**src/sv/tlv_record_search_assert.svh**
```systemverilog
// ----------------------------------------------------------------------------
// tlv record search assertion macros
// shared property forms, clocked on clk and disabled while rst_n is low
// ----------------------------------------------------------------------------
`ifndef TLV_RECORD_SEARCH_ASSERT_SVH
`define TLV_RECORD_SEARCH_ASSERT_SVH

// same-cycle implication
`define TLVRS_ASSERT_NOW(lbl, ante, cons, msg) \
  lbl: assert property (@(posedge clk) disable iff (!rst_n) (ante) |-> (cons)) \
    else $error(msg);

// next-cycle implication
`define TLVRS_ASSERT_NEXT(lbl, ante, cons, msg) \
  lbl: assert property (@(posedge clk) disable iff (!rst_n) (ante) |=> (cons)) \
    else $error(msg);

`endif

```
**src/sv/tlvrs_pkg.sv**
```systemverilog
// ----------------------------------------------------------------------------
// tlv record search package
// register indexes, phase and status codes, and shared types
// ----------------------------------------------------------------------------
`timescale 1ns / 1ps

package tlvrs_pkg;

  localparam int unsigned HEADER_BYTES = 3;

  localparam int unsigned CFG_IDX_W  = 3;
  localparam int unsigned CFG_DATA_W = 16;

  localparam logic [CFG_IDX_W-1:0] CFG_SEARCHED_TYPE = 3'd0;
  localparam logic [CFG_IDX_W-1:0] CFG_ID_COUNT      = 3'd1;
  localparam logic [CFG_IDX_W-1:0] CFG_MAX_LENGTH    = 3'd2;
  localparam logic [CFG_IDX_W-1:0] CFG_OUT_CAPACITY  = 3'd3;
  localparam logic [CFG_IDX_W-1:0] CFG_PAYLOAD_SIZE  = 3'd4;

  localparam logic [7:0] ID_COUNT_RESET = 8'd22;

  localparam int unsigned PHASE_W = 3;
  localparam logic [PHASE_W-1:0] PH_DONE   = 3'd0;
  localparam logic [PHASE_W-1:0] PH_TYPE   = 3'd1;
  localparam logic [PHASE_W-1:0] PH_LEN_LO = 3'd2;
  localparam logic [PHASE_W-1:0] PH_LEN_HI = 3'd3;
  localparam logic [PHASE_W-1:0] PH_SKIP   = 3'd4;
  localparam logic [PHASE_W-1:0] PH_VALUE  = 3'd5;

  localparam logic [1:0] ST_FOUND     = 2'd0;
  localparam logic [1:0] ST_NOT_FOUND = 2'd1;
  localparam logic [1:0] ST_TOO_SMALL = 2'd2;

  typedef struct packed {
    logic [7:0]  searched_type;
    logic [7:0]  id_count;
    logic [15:0] max_record_length;
    logic [15:0] out_capacity;
    logic [15:0] payload_size;
  } cfg_t;

  typedef struct packed {
    logic        emit;
    logic [7:0]  value_byte;
    logic        value_valid;
    logic [1:0]  search_status;
    logic [15:0] record_offset;
    logic [15:0] record_length;
    logic        last_result;
  } res_t;

endpackage

```
**src/sv/tlvrs_parser.sv**
```systemverilog
// ----------------------------------------------------------------------------
// tlv record search parser
// per-byte phase tracking, record checks and result formation
// ----------------------------------------------------------------------------
`timescale 1ns / 1ps

module tlvrs_parser (
  input  logic              clk,
  input  logic              rst_n,
  input  logic              step,
  input  logic [7:0]        data_byte,
  input  logic              first_byte,
  input  tlvrs_pkg::cfg_t   cfg,
  output tlvrs_pkg::res_t   res
);
  import tlvrs_pkg::*;

  logic [PHASE_W-1:0] phase_r, phase_nxt, phase_eff;
  logic [15:0]        start_r, start_nxt, start_eff;
  logic [7:0]         type_r, type_nxt;
  logic [15:0]        len_r, len_nxt;
  logic [15:0]        left_r, left_nxt;
  logic [15:0]        len_full;
  logic [16:0]        next_start;
  res_t               res_c;

  always_comb begin
    phase_eff  = first_byte ? PH_TYPE : phase_r;
    start_eff  = first_byte ? 16'd0 : start_r;
    len_full   = {data_byte, len_r[7:0]};
    next_start = {1'b0, start_eff} + 17'(HEADER_BYTES) + {1'b0, len_full};

    phase_nxt = phase_r;
    start_nxt = start_r;
    type_nxt  = type_r;
    len_nxt   = len_r;
    left_nxt  = left_r;
    res_c     = '0;

    if (step) begin
      start_nxt = start_eff;
      phase_nxt = phase_eff;
      unique case (phase_eff)
        PH_DONE: begin
        end
        PH_TYPE: begin
          if (start_eff >= cfg.payload_size) begin
            phase_nxt           = PH_DONE;
            res_c.emit          = 1'b1;
            res_c.search_status = ST_NOT_FOUND;
            res_c.last_result   = 1'b1;
          end else begin
            type_nxt  = data_byte;
            phase_nxt = PH_LEN_LO;
          end
        end
        PH_LEN_LO: begin
          len_nxt   = {8'd0, data_byte};
          phase_nxt = PH_LEN_HI;
        end
        PH_LEN_HI: begin
          len_nxt = len_full;
          if (type_r == cfg.searched_type) begin
            phase_nxt           = PH_DONE;
            res_c.record_offset = start_eff;
            res_c.record_length = len_full;
            res_c.last_result   = 1'b1;
            priority if (type_r >= cfg.id_count || len_full > cfg.max_record_length) begin
              res_c.emit          = 1'b1;
              res_c.search_status = ST_NOT_FOUND;
            end else if (cfg.out_capacity < len_full) begin
              res_c.emit          = 1'b1;
              res_c.search_status = ST_TOO_SMALL;
            end else if (len_full == 16'd0) begin
              res_c.emit          = 1'b1;
              res_c.search_status = ST_FOUND;
            end else begin
              left_nxt  = len_full;
              phase_nxt = PH_VALUE;
            end
          end else if (next_start >= {1'b0, cfg.payload_size}) begin
            phase_nxt           = PH_DONE;
            res_c.emit          = 1'b1;
            res_c.search_status = ST_NOT_FOUND;
            res_c.last_result   = 1'b1;
          end else begin
            start_nxt = next_start[15:0];
            left_nxt  = len_full;
            phase_nxt = (len_full == 16'd0) ? PH_TYPE : PH_SKIP;
          end
        end
        PH_SKIP: begin
          left_nxt = left_r - 16'd1;
          if (left_r == 16'd1) begin
            phase_nxt = PH_TYPE;
          end
        end
        PH_VALUE: begin
          left_nxt            = left_r - 16'd1;
          res_c.emit          = 1'b1;
          res_c.value_byte    = data_byte;
          res_c.value_valid   = 1'b1;
          res_c.search_status = ST_FOUND;
          res_c.record_offset = start_eff;
          res_c.record_length = len_r;
          res_c.last_result   = (left_r == 16'd1);
          if (left_r == 16'd1) begin
            phase_nxt = PH_DONE;
          end
        end
        default: begin
          phase_nxt = PH_DONE;
        end
      endcase
    end
  end

  assign res = res_c;

  always_ff @(posedge clk) begin
    if (!rst_n) begin
      phase_r <= PH_DONE;
    end else begin
      phase_r <= phase_nxt;
    end
  end

  always_ff @(posedge clk) begin
    start_r <= start_nxt;
    type_r  <= type_nxt;
    len_r   <= len_nxt;
    left_r  <= left_nxt;
  end

`include "tlv_record_search_assert.svh"

  `TLVRS_ASSERT_NOW(a_skip_count, phase_r == PH_SKIP, left_r != 16'd0, "skip with no bytes left")
  `TLVRS_ASSERT_NOW(a_value_count, phase_r == PH_VALUE, left_r != 16'd0, "value with no bytes left")
  `TLVRS_ASSERT_NEXT(a_idle_hold, step && !first_byte && phase_r == PH_DONE, phase_r == PH_DONE, "idle byte left done phase")
  `TLVRS_ASSERT_NOW(a_final_done, step && res.emit && res.last_result, phase_nxt == PH_DONE, "final result without ending search")

endmodule

```
**src/sv/tlv_record_search.sv**
```systemverilog
// ----------------------------------------------------------------------------
// tlv record search top level
// configuration registers, input register, parser and result register
// ----------------------------------------------------------------------------
// Takes one payload byte per cycle while in_stall is low; a result for a byte
// passes from the input register through the combinational parser into the
// result register. Stall on the result side holds the input register, and the
// input stalls only while both registers are full.
`timescale 1ns / 1ps

module tlv_record_search (
  input  logic                           clk,
  input  logic                           rst_n,
  input  logic                           cfg_we,
  input  logic [tlvrs_pkg::CFG_IDX_W-1:0]  cfg_index,
  input  logic [tlvrs_pkg::CFG_DATA_W-1:0] cfg_wdata,
  input  logic                           in_valid,
  output logic                           in_stall,
  input  logic [7:0]                     in_payload_byte,
  input  logic                           in_first_byte,
  output logic                           out_valid,
  input  logic                           out_stall,
  output logic [7:0]                     out_value_byte,
  output logic                           out_value_valid,
  output logic [1:0]                     out_search_status,
  output logic [15:0]                    out_record_offset,
  output logic [15:0]                    out_record_length,
  output logic                           out_last_result
);
  import tlvrs_pkg::*;

  cfg_t       cfg_r, cfg_nxt;
  logic       s1_valid_r, s1_valid_nxt;
  logic [7:0] s1_byte_r;
  logic       s1_first_r;
  logic       out_free, s1_adv, in_take;
  res_t       res;
  logic       out_valid_r, out_valid_nxt;
  res_t       out_r;

  always_comb begin
    cfg_nxt = cfg_r;
    if (cfg_we) begin
      unique case (cfg_index)
        CFG_SEARCHED_TYPE: cfg_nxt.searched_type     = cfg_wdata[7:0];
        CFG_ID_COUNT:      cfg_nxt.id_count          = cfg_wdata[7:0];
        CFG_MAX_LENGTH:    cfg_nxt.max_record_length = cfg_wdata;
        CFG_OUT_CAPACITY:  cfg_nxt.out_capacity      = cfg_wdata;
        CFG_PAYLOAD_SIZE:  cfg_nxt.payload_size      = cfg_wdata;
        default: begin
        end
      endcase
    end
  end

  assign out_free = !out_valid_r || !out_stall;
  assign s1_adv   = s1_valid_r && out_free;
  assign in_stall = s1_valid_r && !out_free;
  assign in_take  = in_valid && !in_stall;

  always_comb begin
    s1_valid_nxt = s1_valid_r;
    if (in_take) begin
      s1_valid_nxt = 1'b1;
    end else if (s1_adv) begin
      s1_valid_nxt = 1'b0;
    end
    out_valid_nxt = out_valid_r;
    if (out_free) begin
      out_valid_nxt = s1_adv && res.emit;
    end
  end

  tlvrs_parser u_parser (
    .clk        (clk),
    .rst_n      (rst_n),
    .step       (s1_adv),
    .data_byte  (s1_byte_r),
    .first_byte (s1_first_r),
    .cfg        (cfg_r),
    .res        (res)
  );

  always_ff @(posedge clk) begin
    if (!rst_n) begin
      cfg_r.searched_type     <= 8'd0;
      cfg_r.id_count          <= ID_COUNT_RESET;
      cfg_r.max_record_length <= 16'd0;
      cfg_r.out_capacity      <= 16'd0;
      cfg_r.payload_size      <= 16'd0;
      s1_valid_r              <= 1'b0;
      out_valid_r             <= 1'b0;
    end else begin
      cfg_r       <= cfg_nxt;
      s1_valid_r  <= s1_valid_nxt;
      out_valid_r <= out_valid_nxt;
    end
  end

  always_ff @(posedge clk) begin
    if (in_take) begin
      s1_byte_r  <= in_payload_byte;
      s1_first_r <= in_first_byte;
    end
    if (out_free && s1_adv && res.emit) begin
      out_r <= res;
    end
  end

  assign out_valid         = out_valid_r;
  assign out_value_byte    = out_r.value_byte;
  assign out_value_valid   = out_r.value_valid;
  assign out_search_status = out_r.search_status;
  assign out_record_offset = out_r.record_offset;
  assign out_record_length = out_r.record_length;
  assign out_last_result   = out_r.last_result;

`include "tlv_record_search_assert.svh"

  `TLVRS_ASSERT_NOW(a_data_found, out_valid && out_value_valid, out_search_status == ST_FOUND, "value byte with error status")
  `TLVRS_ASSERT_NOW(a_error_last, out_valid && out_search_status != ST_FOUND, out_last_result, "error request not final")
  `TLVRS_ASSERT_NEXT(a_held_input, s1_valid_r && !out_free, s1_valid_r && $stable(s1_byte_r), "input register lost a request")

endmodule

```
**config.mk**
```make
export PLATFORM = sky130hd
export DESIGN_NAME = tlv_record_search
export DESIGN_NICKNAME = d
export VERILOG_FILES = /design/src/sv/tlvrs_pkg.sv /design/src/sv/tlvrs_parser.sv /design/src/sv/tlv_record_search.sv
export VERILOG_INCLUDE_DIRS = /design/src /design/src/sv
export SDC_FILE = /design/constraint.sdc
export NUM_CORES = 1
export LEC_CHECK = 0
export ABC_AREA = 1
export BUFFER_PORTS_ARGS = -buffer_cell sky130_fd_sc_hd__buf_4
export CAP_MARGIN = 20
export CORE_ASPECT_RATIO = 2
export CORE_MARGIN = 2
export CORE_UTILIZATION = 30
export CTS_BUF_LIST = sky130_fd_sc_hd__clkbuf_8
export CTS_CLUSTER_DIAMETER = 60
export DETAILED_ROUTE_END_ITERATION = 16
export PLACE_DENSITY = 0.42
export SLEW_MARGIN = 40
export SYNTH_ARGS = -nofsm -noshare
export SYNTH_HDL_FRONTEND = slang
export SYNTH_SLANG_ARGS = --single-unit
```
**constraint.sdc**
```tcl
create_clock -name clk -period 5.88 [get_ports clk]
set_clock_uncertainty 0.15 [all_clocks]
set_input_delay 0.294 -clock clk [delete_from_list [all_inputs] [get_ports clk]]
set_output_delay 0.294 -clock clk [all_outputs]
set_load 0.01 [all_outputs]
```
* Word level (Yosys, flattened, before mapping) *
Cells that the tools add are included.

word-level totals
  flip-flop bits (word level) = 178
  latch bits = 0
  RAM bits = 0
  memory bits (read-only) = 0
  input port bits = 33
  output and inout bits = 46
  logic and storage cells = 118
  memories = 0

operators by class
  add/subtract/negate cells = 3
  multipliers = 0
  div/mod/pow operators = 0
  $lt $le $gt $ge = 5
  equality and inequality tests = 15
  shift-type cells = 0
  mux-type cells = 43
  bitwise logic cells = 2
  reduce and logical (&&, ||, !) cells = 29

operators with widths
  cell                                                  number
  2-to-1 mux 16 bit                                     9
  one-hot mux 16 bit (2 select lines)                   2
  one-hot mux 32 bit (2 select lines)                   1
  2-to-1 mux 45 bit                                     1
  2-to-1 mux 32 bit                                     1
  2-to-1 mux 3 bit                                      9
  one-hot mux 3 bit (6 select lines)                    1
  adder 16 x 2 -> 17 bit, second input constant         1
  adder 17 x 16 -> 17 bit                               1
  >= comparator 17 x 16 -> 1 bit                        1
  equality test 16 x 1 -> 1 bit, second input constant  1
  >= comparator 16 bit                                  1
  greater-than comparator 16 bit                        1
  logical NOT 16 bit                                    1
  less-than comparator 16 bit                           1
  subtractor 16 x 1 -> 16 bit, second input constant    1
  AND reduction 2 bit                                   7
  equality test 3 x 2 -> 1 bit, second input constant   4
  2-to-1 mux 1 bit                                      11
  equality test 3 bit, second input constant            3
  2-to-1 mux 9 bit                                      1
  inequality test 3 bit, second input constant          3
  equality test 8 bit                                   1
  >= comparator 8 bit                                   1
  14 further kinds                                      33

* Depth between registers and ports, before layout *
Gate-level depths: netlist (run 1).

  depth in word-level cells = 9
  depth in mapped cells = 30
  depth with buffers taken out = 29

* Modules after synthesis *
A second synthesis (run 1) with hierarchy kept.

unflattened totals
  cell total of the unflattened synthesis = 1248
  area total of the unflattened synthesis = 10276.1 sq um

modules (own cells, without submodules)
  module             instances  cells each  area an instance (sq um)  seq. area each (sq um)
  tlvrs_parser       1          805         5983.2                    1741.7
  tlv_record_search  1          443         4292.9                    2912.8

* Least setup slack after synthesis (run 1) *
Ideal clock, no wire load.

  kind = reg-to-reg
  start point = register s1_first_r
  end point = register out_r (netlist bit out_last_result), enable pin
  setup time = 0.398 ns
  arrival time = 4.470 ns
  data required time = 5.332 ns
  path slack = 0.861 ns
  stages on the path, launching flop included = 31
  buffers on the path = 1
  period minus slack after synthesis = 5.019 ns
  cell sequence = edfxtp_1 > inv_2 > clkbuf_1 > nand2_1 > ha_1 > inv_1 > ha_1 > inv_1 > fa_1 > nand3b_1 > nand2_1 > nand2_1 > nand2_1 > a21oi_1 > xor2_1 > inv_1 > ha_1 > nand2_1 > nor2_1 > nand2_1 > nand2_1 > nand2_1 > nand2_1 > nand2_1 > nand2_1 > nand2_1 > nand2_4 > nand3_1 > nand2_1 > nand2_1 > inv_1

on the way
  cells in the longest elaborated chain, start to end = 9
  elaborated cells between the ends (all ways) = 15
  classes of those cells = add/sub: 2; order compare: 2; eq/ne: 3; mux: 7; reduce/logical: 1

ends and longest elaborated chain
  what                                  RTL line                  RTL
  from (decl)                           tlv_record_search.sv:35   logic s1_first_r;
  from (signal assigned)                tlv_record_search.sv:103  s1_first_r <= in_first_byte;
  2-to-1 mux 16 bit                     tlvrs_parser.sv:29        start_eff = first_byte ? 16'd0 : start_r;
  adder 16 x 2 -> 17 bit                tlvrs_parser.sv:31        next_start = {1'b0, start_eff} + 17'(HEADER_BYTES) + {1'b0, len_full};
  adder 17 x 16 -> 17 bit               tlvrs_parser.sv:31
  >= comparator 17 x 16 -> 1 bit        tlvrs_parser.sv:81        end else if (next_start >= {1'b0, cfg.payload_size}) begin
  2-to-1 mux 1 bit                      tlvrs_parser.sv:81
  2-to-1 mux 1 bit                      tlvrs_parser.sv:63        if (type_r == cfg.searched_type) begin
  one-hot mux 1 bit (3 select lines) *  tlvrs_parser.sv:43        unique case (phase_eff)
  2-to-1 mux 45 bit *                   tlvrs_parser.sv:40        if (step) begin
  logical AND 1 bit *                   tlv_record_search.sv:105  if (out_free && s1_adv && res.emit) begin
  to (signal assigned)                  tlv_record_search.sv:106  out_r <= res;
  to (decl)                             tlv_record_search.sv:39   res_t out_r;

Every way passes the cells marked *; elsewhere a longest branch is shown, timed or not.
A chain may end at the register's enable or synchronous reset.

* Worst setup path after layout (run 1) *
  start point = register s1_first_r
  end point = register out_r (netlist bit out_record_offset[6]), enable pin

The elaborated chain is that of the path after synthesis.

==> results of run 1 <==
-- synthesized netlist by cell type (2+ instances only) --
library cell	count
dfxtp_1	69
nand2_1	174
inv_1	157
a31oi_1	2
nand2_2	5
a21oi_1	101
o21ai_0	85
o21bai_1	3
or2_1	2
xnor2_1	8
nor2_1	139
a22oi_1	10
buf_6	2
inv_2	11
xor2_1	17
ha_1	94
nor3_1	10
nor2_2	2
o21ai_1	18
edfxtp_1	109
nand3b_1	5
nor2_4	3
o211ai_1	6
o31ai_1	2
a221oi_1	2
o21a_1	5
clkbuf_1	22
buf_2	2
nand3_1	26
nand4_1	17
-- placed cells by master, fill, tap and decap left out, types with 4 or more instances in the layout --
cell             n
dfxtp_1         69
nand3_1         26
clkinv_2         4
nand4_1         17
nor3_1          10
xnor2_1          8
nor2_1         138
dlygate4sd3_1   26
buf_4           87
clkbuf_8        17
o21ai_0         85
a21oi_1        101
a22oi_1         10
xor2_1          17
nand3b_1         5
nand2_2          6
o21ai_1         18
inv_1          155
ha_1            94
inv_6            7
edfxtp_1       109
nand2_1        173
o211ai_1         6
inv_2           13
o21a_1           5
-- flip-flops by register name, summed over array words and instances (netlist names), 2 cells and up --
signal             count
u_parser.left_r       16
out_value_byte         8
u_parser.len_r        16
cfg_r                 64
out_record_length     16
u_parser.type_r        8
u_parser.start_r      16
s1_byte_r              8
out_search_status      2
out_record_offset     16
u_parser.phase_r       3
-- worst max-delay path by stage --
| stage | start | endpoint | slack, ns | cells past startpoint |
|---|---|---|---|---|
| floorplan | s1_first_r | out_last_result | 0.86 | 30 |
| global placement | s1_first_r | out_record_offset[9] | 0.79 | 26 |
| detailed placement | s1_first_r | out_record_offset[9] | 0.74 | 30 |
| CTS | s1_first_r | out_record_offset[6] | 0.70 | 30 |
| global route | s1_first_r | out_record_offset[6] | 0.18 | 30 |
| finish | s1_first_r | out_record_offset[6] | 0.73 | 30 |
-- worst reg2reg max path, delay by kind of cell (launching register included) --
family                     cells  cell delay (ns)
adders and majority gates      4             1.13
buffers and inverters          6             1.18
xor gates and xnor gates       1             0.13
AOI/OAI and AO/OA              1             0.06
and+or+nand+nor               18             1.70
DFF                            1             0.51
-- layout make-up --
class | count | area (µm²)
Fill cell | 3383 | 20700
Sequential cell | 178 | 4650
Multi-Input combinational cell | 752 | 4390
Timing Repair Buffer | 114 | 933
Inverter | 169 | 636
Tap cell | 427 | 534
Clock buffer | 17 | 234
Clock inverter | 15 | 166
Antenna cell | 1 | 2.50
-- power by group --
group	switching [mW]	leakage, nW	internal (mW)	total [mW]
registers	0.0227	1.57	1.36	1.38
clock network	0.524	0.206	0.390	0.914
logic	0.234	3.12	0.140	0.374
total	0.781	4.89	1.89	2.67
-- kinds of logic after synthesis --
family | after synthesis
compound gates | 239
xor+xnor | 25
fa+ha+maj | 95
buf+inv | 197
flops | 178
mux | 1
simple gates | 392
-- layer usage --
layer	GRT usage, %	share of wire (%)	up-vias
li1	-	-	3980
met1	17.8	35	3584
met2	38.3	58	124
met3	2.42	2.1	56
met4	10.1	4.6	0
met5	0	0	-
==> results_dict.tcl, run 1 <==
set metrics [dict create \
    setup-violations-final 0 \
    clkTransAtPathRegs_ns 0.11 \
    antenna_found_initial 1 \
    synthXorXnorAreaFrac_pct 2.23 \
    yosys.cell_types.count 49 \
    critPathArrivalTime_ns 5.23 \
    h-tree-depth 4 \
    port_buffers 78 \
    grt_pass1_vias 7886 \
    start_kind "flop" \
    cts_hold_buf 26 \
    die-width_um 132 \
    std_cell_rows 93 \
    fmax_mhz 194 \
    vdd_drop_max_mv 0.116 \
    crit_path_top_delay_cell "edfxtp_1" \
    cts_tree "done" \
    max_slew.worst_pin.slew_ns 0.748 \
    place_inst 1614 \
    drc 0 \
    synth_top_cell_area_share_pct 33.4 \
    die_h_um 260 \
    syn-num-nets 1255 \
    synth-seq-cells 178 \
    hold_ws_ns 0.0584 \
    async_flop_share_pct 0 \
    rsz0062_at_grt "no" \
    min-delay-start "cfg_index[0]" \
    slew_headroom_pct 49.9 \
    initial_core_util_pct 30.4 \
    required_ns 5.96 \
    hold_violations 0 \
    critPathKind "reg2reg" \
    synth_edf_count 109 \
    fin_area_mm2 0.0116 \
    slowest_delay_ns 0.51 \
    fin_cells 1673 \
    core_area_mm2 0.0322 \
    synth_fa_ha_area_share_pct 12.2 \
    fin_total_pwr_mw 2.67 \
    syn_inst 1127 \
    cap_violations 0 \
    cts_buffers 17 \
    gr-total-overflow 0 \
    crit_top_cell "nand2_1" \
    reg2reg_to "out_record_offset[6]" \
    hold_class "in2reg" \
    clk_latency_ns 0.52 \
    worstHoldEndpoint "cfg_r[32]" \
    reg2reg_from "s1_first_r" \
    wl_per_cell_um 18.7 \
    grt_max_degree 67 \
    worst_slack_ns 0.731 \
    hold-path-cell-count 4 \
    status "finished clean" \
    pin_count 79 \
    synthFlopType "edfxtp_1" \
    place_ws_ns 0.742 \
    drt-pass1-iter-count 5 \
    period_needed_ns 5.15 \
    layout-drive-gt1-share_pct 12.3 \
    cts_resized 0 \
    area_growth_pct 17.9 \
    wl_um 31200 \
    cts_buffer_depth 2 \
    fin_nets 1360 \
    grt_use_total_pct 18.8 \
    reg2reg_depth 30 \
    utilization_pct 35.8 \
    synth_mux_area_share_pct 0.102 \
    synth_top_cell_by_area "edfxtp_1" \
    synth-simple-area-share_pct 17.1 \
    drt_iter0_markers 299 \
    synthesis.area_mm2 0.00980 \
    slew_violations 0 \
    synthTopCellsByArea "edfxtp_1 (33%), dfxtp_1 (14%), ha_1 (12%)" \
    ant_nets 0 \
    cp_max_fo 23 \
    synth_seq_area_share_pct 47.5 \
    via_count 7744 \
    grt_pass1_wl_um 47000 \
    cts.sinks 178 \
    postSynthAreaPerCell_um2 8.70 \
    r2r_setup_slack_ns 0.73 \
    leakagePower_nw 4.89 \
    cp-end-kind "flop" \
    worst_path_dominant_cell_family "simple AND/OR/NAND/NOR gates" \
    yosys_warnings 0 \
    cts_setup_buffers 0 \
    viasPerCell 4.63 \
    crit_buf_inv 6 \
    place_congestion 0.888 \
    place_area_mm2 0.0109 \
    dieArea_mm2 0.0342 \
    clock-root-buffer "clkbuf_8" \
    synth_top_family_by_area "simple AND/OR/NAND/NOR gates" \
    cellPowerDensity_mw_per_mm2 231 \
    synth-compound-area-share_pct 13.1 \
    tns_ns 0 \
    final.period_utilization_pct 87.6 \
    post-dp-hpwl_um 24200 \
]
Note: power is estimated with default switching activity, not from simulation.
==> inputs of run 2 (changes only) <==
- CORE_ASPECT_RATIO: 2 -> 1.2
==> run 2 against run 1 <==
Compared with the run above:
- non-clock buffer count unchanged
- setup slack gained 0.046 ns
- wire length shrank 9.7%
- global-route usage decreased by 1.8 points
- critical path type unchanged
- largest cell class unchanged
- largest power group unchanged
==> results_dict.tcl, run 2 (synthesized netlist as in run 1, its figures left out) <==
set metrics [dict create \
    status "finished clean" \
    cts_buffer_depth 2 \
    cts.sinks 178 \
    crit_top_cell "nand2_1" \
    utilization_pct 35.6 \
    hold-path-cell-count 4 \
    pin_count 79 \
    crit_buf_inv 4 \
    path_cells "inv_2, nand2_1, ha_1, inv_1, ha_1, inv_1, fa_1, nand3b_1, nand2_1, a21o_1, a21oi_1, xnor2_1, ha_1, nand2_1, nor2_1, a211oi_1, nand2_1, nand2_1, nand2_1, nand2_1, nand2_4, nand3_1, o211ai_1, inv_1" \
    use_met2_pct 29.6 \
    gr-total-overflow 0 \
    slew_violations 0 \
    via_count 7747 \
    reg2reg_depth 24 \
    grt-busiest-layer "met2" \
    setup-violations-final 0 \
    grt_pass1_vias 7572 \
    met1_usage_pct 21.2 \
    hold_violations 0 \
    cts_setup_buffers 0 \
    cellPowerDensity_mw_per_mm2 225 \
    crit_path_top_delay_cell "inv_1" \
    cts_tree "done" \
    leakagePower_nw 4.88 \
    port_buffers 78 \
    most-common-layout-cells "nand2_1 (173), inv_1 (156), nor2_1 (138)" \
    rsz0062_at_grt "no" \
    clkTransAtPathRegs_ns 0.11 \
    cp_max_fo 16 \
    vdd_drop_max_mv 0.102 \
    final.period_utilization_pct 86.8 \
    ant_nets 0 \
    area_growth_pct 17.2 \
    required_ns 5.85 \
    start_kind "flop" \
    h-tree-depth 4 \
    critPathKind "reg2reg" \
    die-width_um 169 \
    max_slew.worst_pin.slew_ns 0.736 \
    wl_per_cell_um 17.1 \
    grt_max_degree 67 \
    grt_use_total_pct 17.0 \
    min-delay-start "cfg_index[1]" \
    diodes 0 \
    drt-pass1-iter-count 5 \
    cts_buffers 17 \
    worst_path_dominant_cell_family "simple AND/OR/NAND/NOR gates" \
    cts_resized 0 \
    antenna_found_initial 0 \
    reg2reg_from "s1_first_r" \
    period_needed_ns 5.10 \
    fin_nets 1360 \
    clk_latency_ns 0.48 \
    dieArea_mm2 0.0342 \
    clock-root-buffer "clkbuf_8" \
    viasPerCell 4.69 \
    tns_ns 0 \
    std_cell_rows 72 \
    critPathArrivalTime_ns 5.07 \
    core_area_mm2 0.0323 \
    hold_ws_ns 0.0577 \
    grt_pass1_wl_um 43600 \
    initial_core_util_pct 30.4 \
    slew_headroom_pct 50.5 \
    drc 0 \
    post-dp-hpwl_um 21200 \
    regMostFlops "cfg_r" \
    grtUsageMet3_pct 2.51 \
    hold_class "in2reg" \
    cap_violations 0 \
    cp-end-kind "flop" \
    final_common_cell "nand2_1" \
    reg2reg_to "u_parser.left_r[3]" \
    r2r_setup_slack_ns 0.78 \
    worstHoldEndpoint "cfg_r[52]" \
    wl_um 28200 \
    place_congestion 0.831 \
    die_h_um 202 \
    largest_reg_flops 64 \
    fmax_mhz 196 \
    layout-drive-gt1-share_pct 12.2 \
    slowest_delay_ns 0.53 \
    drt_iter0_markers 443 \
]
## run 2: cell type report
cell class,count,area (µm²)
fillers,3400,20800
repair buffers,114,923
flip-flops and latches,178,4650
well taps,407,509
inverters,169,636
clock buffers,17,234
multi-input cells,752,4400
clock inverters,15,134
## run 2: power breakdown
part | internal, mW | switching, mW | total [mW] | leakage, nW
combinational | 0.139 | 0.225 | 0.364 | 3.11
clock | 0.340 | 0.508 | 0.849 | 0.197
sequential | 1.36 | 0.0205 | 1.38 | 1.57
total | 1.84 | 0.754 | 2.59 | 4.88
## run 2: how the worst max path moves through the flow
stage / start / to / slack (ns) / cells after the start
3_3_place_gp: s1_first_r / out_record_offset[10] / 0.88 / 30
4_1_cts: s1_first_r / u_parser.left_r[6] / 0.76 / 25
5_1_grt: s1_first_r / out_record_offset[6] / 0.32 / 26
2_1_floorplan: s1_first_r / out_last_result / 0.86 / 30
3_5_place_dp: s1_first_r / u_parser.left_r[2] / 0.77 / 25
6_report: s1_first_r / u_parser.left_r[3] / 0.78 / 24
## run 2: what timing repair did
item | 4_1_cts | 5_1_grt
hold buffers | 27 | 0
endpoints found under the setup margin | 0 | 0
endpoints found under the hold margin | 55 | 0
## run 2: layer usage
| metal | wire [µm] | share of wire [%] | up-vias |
|---|---|---|---|
| met5 | 0 | 0 | - |
| li1 | - | - | 3982 |
| met3 | 740 | 2.6 | 37 |
| met1 | 12600 | 44 | 3589 |
| met4 | 838 | 3.0 | 0 |
| met2 | 14100 | 50 | 139 |
## run 2: per-stage QoR
step / cells / power (mW) / setup slack (ns) / area (µm²)
after floorplan: 1127 / 1.63 / 0.861 / 9800
after global placement: 1593 / 1.75 / 0.881 / 10800
after detailed placement: 1593 / 1.76 / 0.768 / 10900
after CTS: 1652 / 2.62 / 0.756 / 11500
after global routing: 1652 / 2.72 / 0.321 / 11500
final: 1652 / 2.59 / 0.777 / 11500
## run 2: worst reg2reg max path, stage by stage (launching register included)
cell and delay, ns:
edfxtp_1 0.52, inv_2 0.29, nand2_1 0.18, ha_1 0.30, inv_1 0.05, ha_1 0.16, inv_1 0.05, fa_1 0.39
nand3b_1 0.17, nand2_1 0.17, a21o_1 0.18, a21oi_1 0.09, xnor2_1 0.21, ha_1 0.27, nand2_1 0.08, nor2_1 0.05
a211oi_1 0.21, nand2_1 0.09, nand2_1 0.06, nand2_1 0.04, nand2_1 0.14, nand2_4 0.12, nand3_1 0.11, o211ai_1 0.11
inv_1 0.53
